[src/rtl/core/rip_pkg.sv]
// Shared types and constants for the radix integer parser core.
// Depends on nothing; imported by every module of the core.
package rip_pkg;

  // Longest string length tracked by the consumed counter (it saturates here)
  localparam int MAX_LEN = 4096;
  localparam int CNT_W   = $clog2(MAX_LEN + 1);

  // Front-to-back queue
  localparam int QDEPTH = 4;
  localparam int QPTR_W = $clog2(QDEPTH);

  localparam int VALUE_W   = 64;
  localparam int CONS_W    = 13;
  localparam int STATUS_W  = 2;
  localparam int BASE_W    = 6;
  localparam int MODE_W    = 2;
  localparam int OUT_TDATA_W = 80;

  // Register indexes on the config port
  localparam logic REG_BASE_SELECT = 1'b0;
  localparam logic REG_RESULT_MODE = 1'b1;

  // Result modes
  localparam logic [MODE_W-1:0] MODE_S64 = 2'd0;
  localparam logic [MODE_W-1:0] MODE_U64 = 2'd1;

  // Result status codes
  localparam logic [STATUS_W-1:0] ST_OK       = 2'd0;
  localparam logic [STATUS_W-1:0] ST_OVF      = 2'd1;
  localparam logic [STATUS_W-1:0] ST_BAD_BASE = 2'd2;
  localparam logic [STATUS_W-1:0] ST_MINUS    = 2'd3;

  localparam logic [BASE_W-1:0] BASE_MAX = 6'd36;

  typedef enum logic [2:0] {
    PH_START,
    PH_WS,
    PH_PREFIX,
    PH_ZERO,
    PH_DIGITS,
    PH_DONE
  } phase_t;

  // One classified string byte
  typedef struct packed {
    logic              is_nul;
    logic              is_ws;
    logic              is_plus;
    logic              is_minus;
    logic              is_zero;   // the character '0'
    logic              is_x;      // 'x' or 'X'
    logic              is_digit;  // 0-9, a-z, A-Z
    logic [BASE_W-1:0] dval;      // digit value 0..35
    logic              last;
  } cls_t;

endpackage

[src/rtl/core/rip_front.sv]
// Front end: takes string bytes off the input stream and classifies them.
// Depends on rip_pkg; feeds rip_queue.
module rip_front (
  input  logic          in_tvalid,
  output logic          in_tready,
  input  logic [7:0]    in_tdata,
  input  logic          in_tlast,
  input  logic          q_ready,
  output logic          q_push,
  output rip_pkg::cls_t q_entry
);
  import rip_pkg::*;

  logic [7:0] ch;

  assign ch        = in_tdata;
  assign in_tready = q_ready;
  assign q_push    = in_tvalid && q_ready;

  always_comb begin
    q_entry          = '0;
    q_entry.last     = in_tlast;
    q_entry.is_nul   = (ch == 8'h00);
    q_entry.is_ws    = (ch == 8'h20) || ((ch >= 8'h09) && (ch <= 8'h0D));
    q_entry.is_plus  = (ch == 8'h2B);
    q_entry.is_minus = (ch == 8'h2D);
    q_entry.is_zero  = (ch == 8'h30);
    q_entry.is_x     = (ch == 8'h78) || (ch == 8'h58);
    if ((ch >= 8'h30) && (ch <= 8'h39)) begin
      q_entry.is_digit = 1'b1;
      q_entry.dval     = BASE_W'(ch - 8'h30);
    end else if ((ch >= 8'h61) && (ch <= 8'h7A)) begin
      q_entry.is_digit = 1'b1;
      q_entry.dval     = BASE_W'(ch - 8'h61) + 6'd10;
    end else if ((ch >= 8'h41) && (ch <= 8'h5A)) begin
      q_entry.is_digit = 1'b1;
      q_entry.dval     = BASE_W'(ch - 8'h41) + 6'd10;
    end
  end

endmodule

[src/rtl/core/rip_queue.sv]
// Short FIFO of classified bytes between the front end and the parse engine.
// Depends on rip_pkg.
module rip_queue (
  input  logic          clk,
  input  logic          rst_n,
  input  logic          push,
  input  rip_pkg::cls_t push_data,
  output logic          ready,
  input  logic          pop,
  output logic          valid,
  output rip_pkg::cls_t head
);
  import rip_pkg::*;

  cls_t              mem_r [QDEPTH];
  logic [QPTR_W-1:0] wr_ptr_r, wr_ptr_nxt;
  logic [QPTR_W-1:0] rd_ptr_r, rd_ptr_nxt;
  logic [QPTR_W:0]   count_r, count_nxt;
  logic              do_pop;

  assign ready  = (count_r != (QPTR_W+1)'(QDEPTH));
  assign valid  = (count_r != '0);
  assign head   = mem_r[rd_ptr_r];
  assign do_pop = pop && valid;

  always_comb begin
    wr_ptr_nxt = push ? wr_ptr_r + 1'b1 : wr_ptr_r;
    rd_ptr_nxt = do_pop ? rd_ptr_r + 1'b1 : rd_ptr_r;
    count_nxt  = count_r + (QPTR_W+1)'(push) - (QPTR_W+1)'(do_pop);
  end

  always_ff @(posedge clk) begin
    if (!rst_n) begin
      wr_ptr_r <= '0;
      rd_ptr_r <= '0;
      count_r  <= '0;
    end else begin
      wr_ptr_r <= wr_ptr_nxt;
      rd_ptr_r <= rd_ptr_nxt;
      count_r  <= count_nxt;
    end
  end

  always_ff @(posedge clk) begin
    if (push) begin
      mem_r[wr_ptr_r] <= push_data;
    end
  end

endmodule

[src/rtl/core/rip_back.sv]
// Parse engine: whitespace/sign/prefix state machine, digit accumulate with
// overflow check, and the registered result slot. Depends on rip_pkg.
module rip_back (
  input  logic                           clk,
  input  logic                           rst_n,
  input  logic                           q_valid,
  input  rip_pkg::cls_t                  q_head,
  output logic                           q_pop,
  input  logic [rip_pkg::BASE_W-1:0]     cfg_base,
  input  logic [rip_pkg::MODE_W-1:0]     cfg_mode,
  output logic                           out_tvalid,
  input  logic                           out_tready,
  output logic [rip_pkg::OUT_TDATA_W-1:0] out_tdata
);
  import rip_pkg::*;

  function automatic logic [CNT_W-1:0] cnt_add(input logic [CNT_W-1:0] cnt,
                                               input logic [1:0] n);
    logic [CNT_W:0] s;
    s = {1'b0, cnt} + (CNT_W+1)'(n);
    return (s > (CNT_W+1)'(MAX_LEN)) ? CNT_W'(MAX_LEN) : s[CNT_W-1:0];
  endfunction

  phase_t              ph_r, ph_nxt;
  logic [VALUE_W-1:0]  acc_r, acc_nxt;
  logic                neg_r, neg_nxt;
  logic [BASE_W-1:0]   ab_r, ab_nxt;
  logic [CNT_W-1:0]    cnt_r, cnt_nxt;
  logic [STATUS_W-1:0] st_r, st_nxt;
  logic [BASE_W-1:0]   base_latch_r, base_l;
  logic [MODE_W-1:0]   mode_latch_r, mode_l;

  logic                   out_valid_r;
  logic [OUT_TDATA_W-1:0] out_data_r, out_data_nxt;

  cls_t                c;
  logic                bad_base, pfx, do_take, fail, fin, out_free;
  logic [STATUS_W-1:0] fail_code;
  logic [VALUE_W-1:0]  lim, value;
  logic [VALUE_W+BASE_W-1:0] prod, sum;

  assign c          = q_head;
  assign out_tvalid = out_valid_r;
  assign out_tdata  = out_data_r;

  always_comb begin
    base_l   = (ph_r == PH_START) ? cfg_base : base_latch_r;
    mode_l   = (ph_r == PH_START) ? cfg_mode : mode_latch_r;
    bad_base = (base_l == 6'd1) || (base_l > BASE_MAX);
    if (mode_l == MODE_S64)      lim = {1'b0, {(VALUE_W-1){1'b1}}};
    else if (mode_l == MODE_U64) lim = '1;
    else                         lim = {32'd0, 32'hFFFF_FFFF};

    ph_nxt    = (ph_r == PH_START) ? PH_WS : ph_r;
    acc_nxt   = acc_r;
    neg_nxt   = neg_r;
    ab_nxt    = ab_r;
    cnt_nxt   = cnt_r;
    st_nxt    = st_r;
    pfx       = 1'b0;
    do_take   = 1'b0;
    fail      = 1'b0;
    fail_code = ST_OK;

    case (ph_r)
      PH_START, PH_WS: begin
        if (c.is_ws) begin
          cnt_nxt = cnt_add(cnt_r, 2'd1);
        end else if (c.is_plus) begin
          cnt_nxt = cnt_add(cnt_r, 2'd1);
          ph_nxt  = PH_PREFIX;
        end else if (c.is_minus) begin
          if (mode_l != MODE_S64) begin
            fail      = 1'b1;
            fail_code = ST_MINUS;
          end else begin
            neg_nxt = 1'b1;
            cnt_nxt = cnt_add(cnt_r, 2'd1);
            ph_nxt  = PH_PREFIX;
          end
        end else begin
          pfx = 1'b1;
        end
      end
      PH_PREFIX: pfx = 1'b1;
      PH_ZERO: begin
        ph_nxt = PH_DIGITS;
        if (c.is_x) begin
          cnt_nxt = cnt_add(cnt_r, 2'd2);
          ab_nxt  = 6'd16;
        end else begin
          cnt_nxt = cnt_add(cnt_r, 2'd1);
          ab_nxt  = (base_l == 6'd0) ? 6'd8 : 6'd16;
          do_take = 1'b1;
        end
      end
      PH_DIGITS: do_take = 1'b1;
      default: ;
    endcase

    // radix prefix position
    if (pfx) begin
      if (bad_base) begin
        fail      = 1'b1;
        fail_code = ST_BAD_BASE;
      end else if (((base_l == 6'd0) || (base_l == 6'd16)) && c.is_zero) begin
        ph_nxt = PH_ZERO;
      end else begin
        ab_nxt  = (base_l == 6'd0) ? 6'd10 : base_l;
        ph_nxt  = PH_DIGITS;
        do_take = 1'b1;
      end
    end

    // digit: acc*base + d must stay within the mode limit
    prod = {{BASE_W{1'b0}}, acc_r} * {{VALUE_W{1'b0}}, ab_nxt};
    sum  = prod + {{VALUE_W{1'b0}}, c.dval};
    if (do_take) begin
      if (!c.is_digit || (ab_nxt < 6'd2) || (c.dval >= ab_nxt)) begin
        ph_nxt = PH_DONE;
      end else if (sum > {{BASE_W{1'b0}}, lim}) begin
        st_nxt = ST_OVF;
        ph_nxt = PH_DONE;
      end else begin
        acc_nxt = sum[VALUE_W-1:0];
        cnt_nxt = cnt_add(cnt_nxt, 2'd1);
      end
    end

    if (fail) begin
      st_nxt  = fail_code;
      cnt_nxt = '0;
      acc_nxt = '0;
      neg_nxt = 1'b0;
      ph_nxt  = PH_DONE;
    end

    // tlast on a non-NUL byte: behave as if a NUL followed it
    if (!c.is_nul && c.last) begin
      case (ph_nxt)
        PH_WS, PH_PREFIX: begin
          if (bad_base) begin
            st_nxt  = ST_BAD_BASE;
            cnt_nxt = '0;
            acc_nxt = '0;
            neg_nxt = 1'b0;
            ph_nxt  = PH_DONE;
          end
        end
        PH_ZERO: cnt_nxt = cnt_add(cnt_nxt, 2'd1);
        default: ;
      endcase
    end

    if (st_nxt == ST_OVF) begin
      if (mode_l == MODE_S64) value = neg_nxt ? {1'b1, {(VALUE_W-1){1'b0}}} : lim;
      else                    value = lim;
    end else begin
      value = neg_nxt ? (VALUE_W'(0) - acc_nxt) : acc_nxt;
    end
    out_data_nxt = {1'b0, st_nxt, CONS_W'(cnt_nxt), value};

    fin      = c.is_nul || c.last;
    out_free = !out_valid_r || out_tready;
    q_pop    = q_valid && (!fin || out_free);
  end

  always_ff @(posedge clk) begin
    if (!rst_n) begin
      ph_r         <= PH_START;
      acc_r        <= '0;
      neg_r        <= 1'b0;
      ab_r         <= '0;
      cnt_r        <= '0;
      st_r         <= ST_OK;
      base_latch_r <= '0;
      mode_latch_r <= '0;
    end else if (q_pop) begin
      if (fin) begin
        ph_r         <= PH_START;
        acc_r        <= '0;
        neg_r        <= 1'b0;
        ab_r         <= '0;
        cnt_r        <= '0;
        st_r         <= ST_OK;
        base_latch_r <= '0;
        mode_latch_r <= '0;
      end else begin
        ph_r         <= ph_nxt;
        acc_r        <= acc_nxt;
        neg_r        <= neg_nxt;
        ab_r         <= ab_nxt;
        cnt_r        <= cnt_nxt;
        st_r         <= st_nxt;
        base_latch_r <= base_l;
        mode_latch_r <= mode_l;
      end
    end
  end

  always_ff @(posedge clk) begin
    if (!rst_n) begin
      out_valid_r <= 1'b0;
    end else if (q_pop && fin) begin
      out_valid_r <= 1'b1;
    end else if (out_tready) begin
      out_valid_r <= 1'b0;
    end
  end

  always_ff @(posedge clk) begin
    if (q_pop && fin) begin
      out_data_r <= out_data_nxt;
    end
  end

endmodule

[src/rtl/core/radix_integer_parser_core.sv]
// Path: a string byte is written into the queue and parsed when the back end pops it;
//   the result of the byte that ends the string is registered onto out_tvalid.
// Throughput: one byte per cycle unless a string-ending byte waits for the result
//   slot; the digit step (64x6 multiply, add, limit compare) is combinational in the back end.
// Reset (rst_n low, synchronous): queue empty, parser at string start,
//   no result pending, base_select = 10, result_mode = 0.
module radix_integer_parser_core (
  input  logic        clk,
  input  logic        rst_n,
  // configuration write port
  input  logic        cfg_we,
  input  logic        cfg_addr,     // register index
  input  logic [5:0]  cfg_wdata,
  // string bytes in
  input  logic        in_tvalid,
  output logic        in_tready,
  input  logic [7:0]  in_tdata,     // [7:0] ch
  input  logic        in_tlast,     // last byte of the string
  // parse results out
  output logic        out_tvalid,
  input  logic        out_tready,
  output logic [79:0] out_tdata     // [63:0] value, [76:64] consumed, [78:77] status
);
  import rip_pkg::*;

  logic [BASE_W-1:0] base_select_r;
  logic [MODE_W-1:0] result_mode_r;

  logic q_ready, q_push, q_valid, q_pop;
  cls_t q_entry, q_head;

  // Config registers; the back end samples them on the first byte of a string
  always_ff @(posedge clk) begin
    if (!rst_n) begin
      base_select_r <= 6'd10;
      result_mode_r <= MODE_S64;
    end else if (cfg_we) begin
      case (cfg_addr)
        REG_BASE_SELECT: base_select_r <= cfg_wdata;
        REG_RESULT_MODE: result_mode_r <= cfg_wdata[MODE_W-1:0];
        default: ;
      endcase
    end
  end

  // Front end: classify each request's byte and push it into the queue
  rip_front u_front (
    .in_tvalid (in_tvalid),
    .in_tready (in_tready),
    .in_tdata  (in_tdata),
    .in_tlast  (in_tlast),
    .q_ready   (q_ready),
    .q_push    (q_push),
    .q_entry   (q_entry)
  );

  // Decouples input acceptance from result backpressure
  rip_queue u_queue (
    .clk       (clk),
    .rst_n     (rst_n),
    .push      (q_push),
    .push_data (q_entry),
    .ready     (q_ready),
    .pop       (q_pop),
    .valid     (q_valid),
    .head      (q_head)
  );

  // Back end: parse state machine plus the result register. It keeps
  // consuming mid-string bytes while a result waits; only a string-ending
  // byte waits for the result slot.
  rip_back u_back (
    .clk        (clk),
    .rst_n      (rst_n),
    .q_valid    (q_valid),
    .q_head     (q_head),
    .q_pop      (q_pop),
    .cfg_base   (base_select_r),
    .cfg_mode   (result_mode_r),
    .out_tvalid (out_tvalid),
    .out_tready (out_tready),
    .out_tdata  (out_tdata)
  );

  // Failed parses report a zero value and zero consumed count
  a_fail_zero: assert property (@(posedge clk) disable iff (!rst_n)
    out_tvalid && ((out_tdata[78:77] == ST_BAD_BASE) || (out_tdata[78:77] == ST_MINUS))
    |-> (out_tdata[76:0] == 77'd0))
    else $error("failed parse with nonzero value or count");

  // Consumed count never passes the saturation point
  a_cnt_sat: assert property (@(posedge clk) disable iff (!rst_n)
    out_tvalid |-> (out_tdata[76:64] <= 13'(MAX_LEN)))
    else $error("consumed count above saturation");

  // Overflow with the top bit set saturates to the most negative value (signed) or to all ones (unsigned)
  a_ovf_neg: assert property (@(posedge clk) disable iff (!rst_n)
    out_tvalid && (out_tdata[78:77] == ST_OVF) && out_tdata[63]
    |-> (out_tdata[62:0] == 63'd0) || (out_tdata[62:0] == {63{1'b1}}))
    else $error("bad overflow saturation value");

  // No result is left pending across reset
  a_rst_clear: assert property (@(posedge clk)
    !rst_n |=> !out_tvalid)
    else $error("result valid after reset");

endmodule
[config.mk]
export PLATFORM = sky130hd
export DESIGN_NAME = radix_integer_parser_core
export DESIGN_NICKNAME = d
export VERILOG_FILES = /design/src/rtl/core/rip_pkg.sv /design/src/rtl/core/rip_front.sv /design/src/rtl/core/rip_queue.sv /design/src/rtl/core/rip_back.sv /design/src/rtl/core/radix_integer_parser_core.sv
export SDC_FILE = /design/constraint.sdc
export NUM_CORES = 2
export LEC_CHECK = 0
export BUFFER_PORTS_ARGS = -buffer_cell sky130_fd_sc_hd__buf_4
export CORE_MARGIN = 5
export CORE_UTILIZATION = 41
export CTS_CLUSTER_SIZE = 20
export DETAILED_ROUTE_END_ITERATION = 8
export SETUP_SLACK_MARGIN = 0.4
export SKIP_LAST_GASP = 1
export SYNTH_ARGS = -nofsm -noshare
export SYNTH_HDL_FRONTEND = slang
export SYNTH_SLANG_ARGS = --single-unit
[constraint.sdc]
create_clock -name clk -period 16.25 [get_ports clk]
set_input_delay 3.25 -clock clk [delete_from_list [all_inputs] [get_ports clk]]
set_output_delay 3.25 -clock clk [all_outputs]
set_load 0.005 [all_outputs]
# After elaboration in Yosys (flattened, before gate mapping)
# Memories as Yosys holds them, arrays and structs flattened. A register that Yosys moved wholly into a read port is not among the register bits.
# Index checks and enable logic that the tools add are counted.
[totals]
out_inout_bits = 82
memories = 1
wordCells = 212
mem_bits_rw = 56
regBits = 192
input_bits = 21
[memory_table]
columns = ["name", "depth", "width", "read_ports", "rd_ports_with_merged_regs", "write_ports", "line_no", "rtl"]
rows = [
  ["u_queue.mem_r", 4, 14, 1, 1, 1, "rip_queue.sv:15", "cls_t mem_r [QDEPTH];"],
]
[op_classes]
n_eq_ne = 18
bitwise = 1
n_mul = 1
reduce_logical = 34
n_lt_le_gt_ge = 16
addsub = 15
muxes = 111
[op_table]
columns = ["cell", "count"]
rows = [
  ["2-to-1 mux 64 bit", 14],
  ["2-to-1 mux 13 bit", 16],
  ["adder 70 x 6 -> 70 bit", 1],
  ["greater-than comparator 70 x 64 -> 1 bit", 1],
  ["multiplier 64 x 6 -> 70 bit", 1],
  ["subtractor 1 x 64 -> 64 bit (first input constant)", 1],
  ["greater-than comparator 14 x 13 -> 1 bit (second input constant)", 4],
  ["2-to-1 mux 6 bit", 9],
  ["one-hot mux 13 bit (2 select lines)", 2],
  ["2-to-1 mux 3 bit", 16],
  ["adder 13 x 1 -> 14 bit (second input constant)", 3],
  ["2-to-1 mux 2 bit", 19],
  ["== test 8 x 6 -> 1 bit (second input constant)", 4],
  ["2-to-1 mux 1 bit", 28],
  ["2-to-1 mux 7 bit", 3],
  ["== test 8 x 7 -> 1 bit (second input constant)", 2],
  [">= comparator 8 x 7 -> 1 bit (second input constant)", 2],
  ["<= comparator 8 x 7 -> 1 bit (second input constant)", 2],
  ["adder 13 x 2 -> 14 bit (second input constant)", 1],
  ["adder 6 x 4 -> 6 bit (second input constant)", 2],
  ["== test 3 x 2 -> 1 bit (second input constant)", 4],
  ["subtractor 6 bit (second input constant)", 2],
  ["logical AND 1 bit", 10],
  ["logical OR 1 bit", 9],
  ["30 further kinds", 40],
]

# Depth between registers and ports, before layout
[logic_depth]
depth_word = 23
mapped_depth = 58
depth_no_buf = 50

# Hierarchy
# From an unflattened synthesis, not the netlist that was laid out.
[hier_totals]
hier_cells = 3612
area_unflattened_um2 = 30787.0
[modules_own_cells]
columns = ["mod", "instances", "seq_area_each_um2", "area_each_um2", "cells_each"]
rows = [
  ["rip_back", 1, 4334.2, 27433.8, 3386],
  ["rip_queue", 1, 1861.8, 2522.4, 118],
  ["rip_front", 1, 0.0, 495.5, 73],
  ["radix_integer_parser_core", 1, 160.2, 335.3, 35],
]

# Least setup slack after synthesis
# Ideal clock, no wire load.
[synth_timing]
path_kind = "register to register"
start = "register (tool-made name)"
end = "register u_back.out_data_r[58] (netlist: u_back.out_tdata[58]), data pin"
synth_period_minus_slack_ns = 12.633
t_arrival_ns = 12.366
t_required_ns = 15.983
n_path_buf = 7
setup_slack_ns = 3.617
setup_time_ns = 0.267
stages_incl_launch_ff = 54
cell_sequence = "dfxtp_1 buf_6 mux4_2 or2_4 o32ai_4 o21ai_2 nor2_2 nor2_1 a21oi_1 clkbuf_1 clkbuf_1 and2_1 fa_1 fa_1 fa_1 ha_1 ha_1 clkbuf_1 [... 18 more ...] nor4_1 mux2_2 or4_1 clkbuf_1 clkbuf_1 clkbuf_1 nand2_1 a21oi_1 inv_1 ha_1 inv_1 a2111oi_0 nand3_1 o31ai_2 nand2_1 or2_1 xnor2_1 o21ai_1"
[synth_rtl]
columns = ["element", "line_no", "rtl"]
rows = [
  ["end signal: assignment", "rip_back.sv:213", "out_data_r <= out_data_nxt;"],
  ["end: declaration", "rip_back.sv:34", "logic [OUT_TDATA_W-1:0] out_data_r, out_data_nxt;"],
]

==> metrics.cfg <==
[run_status]
outcome=completed

[critical_path]
worst_path_max_delay_cell=or4b_2
crit_arrival_ns=15.38
cp.required_ns=16.59
reg2reg_depth=46
critPathTopFamily=simple AND/OR/NAND/NOR gates
critPathKind=reg -> reg
r2r_end=u_back.out_tdata[61]
worstSetupEndpointType=register
critPathMaxStageDelay_ns=0.74
crit_path_max_fanout=62
r2r_setup_slack_ns=1.20
critPathBufInv=5
critPathLaunchType=register

[route]
ant_nets=0
drt_wl_total_mm=102
vias_per_cell=6.02
drtPass1Iterations=6
drt_iter0_markers=2688
post_drt_wl_per_cell_microns=22.4
drc=0
vias=27544

[timing]
fin_ws_ns=1.20
drv_slew=0
relSlewSlack_pct=25.1
layout_min_cycle_time_ns=15.05
hold_viol_final=0
setup_viol_count_final=0
skew_ns=0.0279
rsz0062_at_grt=no
worstMarginPinSlew_ns=1.12
fmax_mhz=66.5
final.setup.tns_ns=0
period_share_pct=92.6

[power_and_ir_drop]
cellInternalPower_uw=1740
power.switching_uw=1470
switching_share_pct=45.7
p_leak_uw=0.0146
p_clk_share_pct=22.8
vdd_drop_max_mv=0.119
combPwrFrac_pct=47.7
power_frac_seq_pct=29.6
power.density_nw_per_um2=96.2

[synthesis]
synth_cell_types=122
ys_seq_elements=250
ys.flop_type=edfxtp_1
async_flop_share_pct=0
synth_edf_count=135
netlist_instances=3620
syn_area_sq_um=30700
syn_avg_cell_area_sq_um=8.48
synth.net_count=4100
yosys_warnings=0
seq_area_frac_synth_pct=20.7

[floorplanning]
start_util_pct=41.3
die_y_microns=284
ioPinCount=103
rows=100
fp.dieArea_sq_um=80400
core-area_sq_um=74300
die_w_microns=284

[grt]
antenna_found_initial=1
grt_first_pass_wirelength_mm=160
use_met3_pct=4.58
grt_max_degree=76
grtUsageMet1_pct=35.7
grt_use_total_pct=24.6
grt_use_met2_pct=38.1
grt_pass1_vias=27022
grt_overflow_total=0
grt-busiest-layer=met2

[cells_and_area]
final_cell_mix=nand2_1, nor2_1, fa_1
multiInputGateArea_sq_um=22700
syn2layout_area_growth_pct=8.68
final_common_cell=nand2_1
finalNetCount=4062
regArea_sq_um=6360
drive_gt1_share_pct=9.40
fillers=7398

[cts]
cts_tree=built
cts-root-buf=clkbuf_16
max-clock-path-buffers=3
cts.clk_slew.worst_paths_ns=0.06
clock_sinks=250
cts_hold_repair.buffers=0
clk_latency_ns=0.62
cts_buffers=31
htreeDepth=1

[placement]
io_buffers=101
pre_cts_ws_ns=0.800
gp_congestion=0.980
dp.final_hpwl_mm=77.5

[hold_path]
whs_path_depth=2
worstHoldEndpoint=result_mode_r[0]
hold_start=result_mode_r[0]
hold_class=reg -> reg

[run]
drv_cap=0

## per-layer routing
layer,share of wire [%],vias to the layer above
met5,0,-
met4,2.7,0
met3,9.1,163
met2,44,1240
met1,44,13485
li1,-,12656
## synth_stat cells, types with 20 or more instances
library cell / n / share of area [%]
and3_1: 31 / 0.63
buf_2: 27 / 0.44
nand2_1: 398 / 4.9
o21ai_0: 171 / 2.8
fa_1: 253 / 17
or3_1: 20 / 0.41
a21oi_1: 221 / 3.6
xor2_1: 45 / 1.3
clkbuf_1: 168 / 2.1
ha_1: 206 / 8.4
nor3_1: 70 / 1.1
and2_1: 252 / 5.1
nand2b_1: 22 / 0.45
a31oi_1: 40 / 0.82
o21ai_1: 23 / 0.38
xnor2_1: 77 / 2.2
inv_1: 221 / 2.7
nand3_1: 75 / 1.2
mux2i_1: 63 / 2.1
nor2_1: 338 / 4.1
a21o_1: 47 / 1.1
dfxtp_1: 115 / 7.5
edfxtp_1: 135 / 13
a22oi_1: 84 / 2.1
nor4_1: 32 / 0.65
o211ai_1: 32 / 0.78
o31ai_1: 20 / 0.49
a211oi_1: 22 / 0.54
mux2_2: 28 / 1.0
nand4_1: 35 / 0.71
o21a_1: 29 / 0.71
## how the worst max path moves through the flow
stage	start	endpoint	cells past startpoint
after floorplan	register	u_back.out_tdata[58]	53
after global placement	register	u_back.out_tdata[56]	49
after detailed placement	register	u_back.out_tdata[46]	48
after CTS	register	u_back.out_tdata[46]	48
after global routing	register	u_back.out_tdata[53]	45
final	register	u_back.out_tdata[61]	46
## power groups by stage
stage          Clock (uW)  Combinational (uW)  Sequential (uW)
6_report              730                1530              948
5_1_grt               772                1640              962
4_1_cts               743                1490              949
3_5_place_dp            0                1490              959
3_3_place_gp            0                1480              960
2_1_floorplan           0                 831              938
## stage by stage
step / std cells / hold WS, ns / utilization [%] / total power, uW / cell area [sq um]
final: 4577 / 0.527 / 44.9 / 3210 / 33300
after global routing: 4576 / 0.543 / 44.9 / 3370 / 33300
after CTS: 4572 / 0.514 / 44.8 / 3180 / 33300
after detailed placement: 4514 / 0.507 / 43.3 / 2450 / 32200
after global placement: 4514 / 0.486 / 43.3 / 2440 / 32200
after floorplan: 3620 / 0.450 / - / 1770 / 30700
## cell families (layout without fill, tap and decap cells)
family | after synthesis | after routing | share of synthesized area, %
DFF | 250 | 250 | 20.7
and+or+nand+nor | 1392 | 1392 | 22.7
xor gates and xnor gates | 122 | 122 | 3.48
buffers and inverters | 446 | 432 | 5.71
muxes | 108 | 108 | 4.25
other | 1 | 2 | 0.0122
AOI/OAI and AO/OA | 842 | 843 | 18.2
adders and majority gates | 459 | 459 | 24.9
## worst register-to-register path, delay by kind of cell, from the launching register on
| kind | cells | cell delay, ns |
|---|---|---|
| XOR/XNOR | 2 | 0.30 |
| flip-flops | 1 | 0.54 |
| AND/OR/NAND/NOR | 15 | 4.76 |
| multiplexers | 3 | 1.84 |
| AO/OA/AOI/OAI | 15 | 4.13 |
| buffers and inverters | 5 | 0.59 |
| adder cells (fa/ha/maj) | 6 | 2.61 |
## registers in the layout (all words and copies together) (netlist names), named ones only
signal / cells
u_queue.wr_ptr_r: 2
u_queue.mem_r: 56
u_queue.count_r: 3
u_back.neg_r: 1
u_back.base_latch_r: 6
u_back.out_tdata: 79
base_select_r: 6
u_back.ph_r: 3
result_mode_r: 2
u_back.cnt_r: 13
u_back.acc_r: 64
u_queue.rd_ptr_r: 2
u_back.ab_r: 6
u_back.mode_latch_r: 2
u_back.out_tvalid: 1
u_back.st_r: 2
## area by class of cell
cell class / count / area share (%)
Antenna cell: 1 / 0.00750
Multi-Input combinational cell: 2925 / 68.1
Inverter: 222 / 2.51
Clock inverter: 21 / 0.687
Tap cell: 969 / 3.64
Clock buffer: 37 / 2.48
Sequential cell: 250 / 19.1
Timing Repair Buffer: 152 / 3.53
## timing repair
action                                  4_1_cts  5_1_grt
buffers inserted                              0        3
endpoints found under the setup margin        0       30
resized for setup                             0        7
Note: power is estimated with default switching activity, not from simulation.
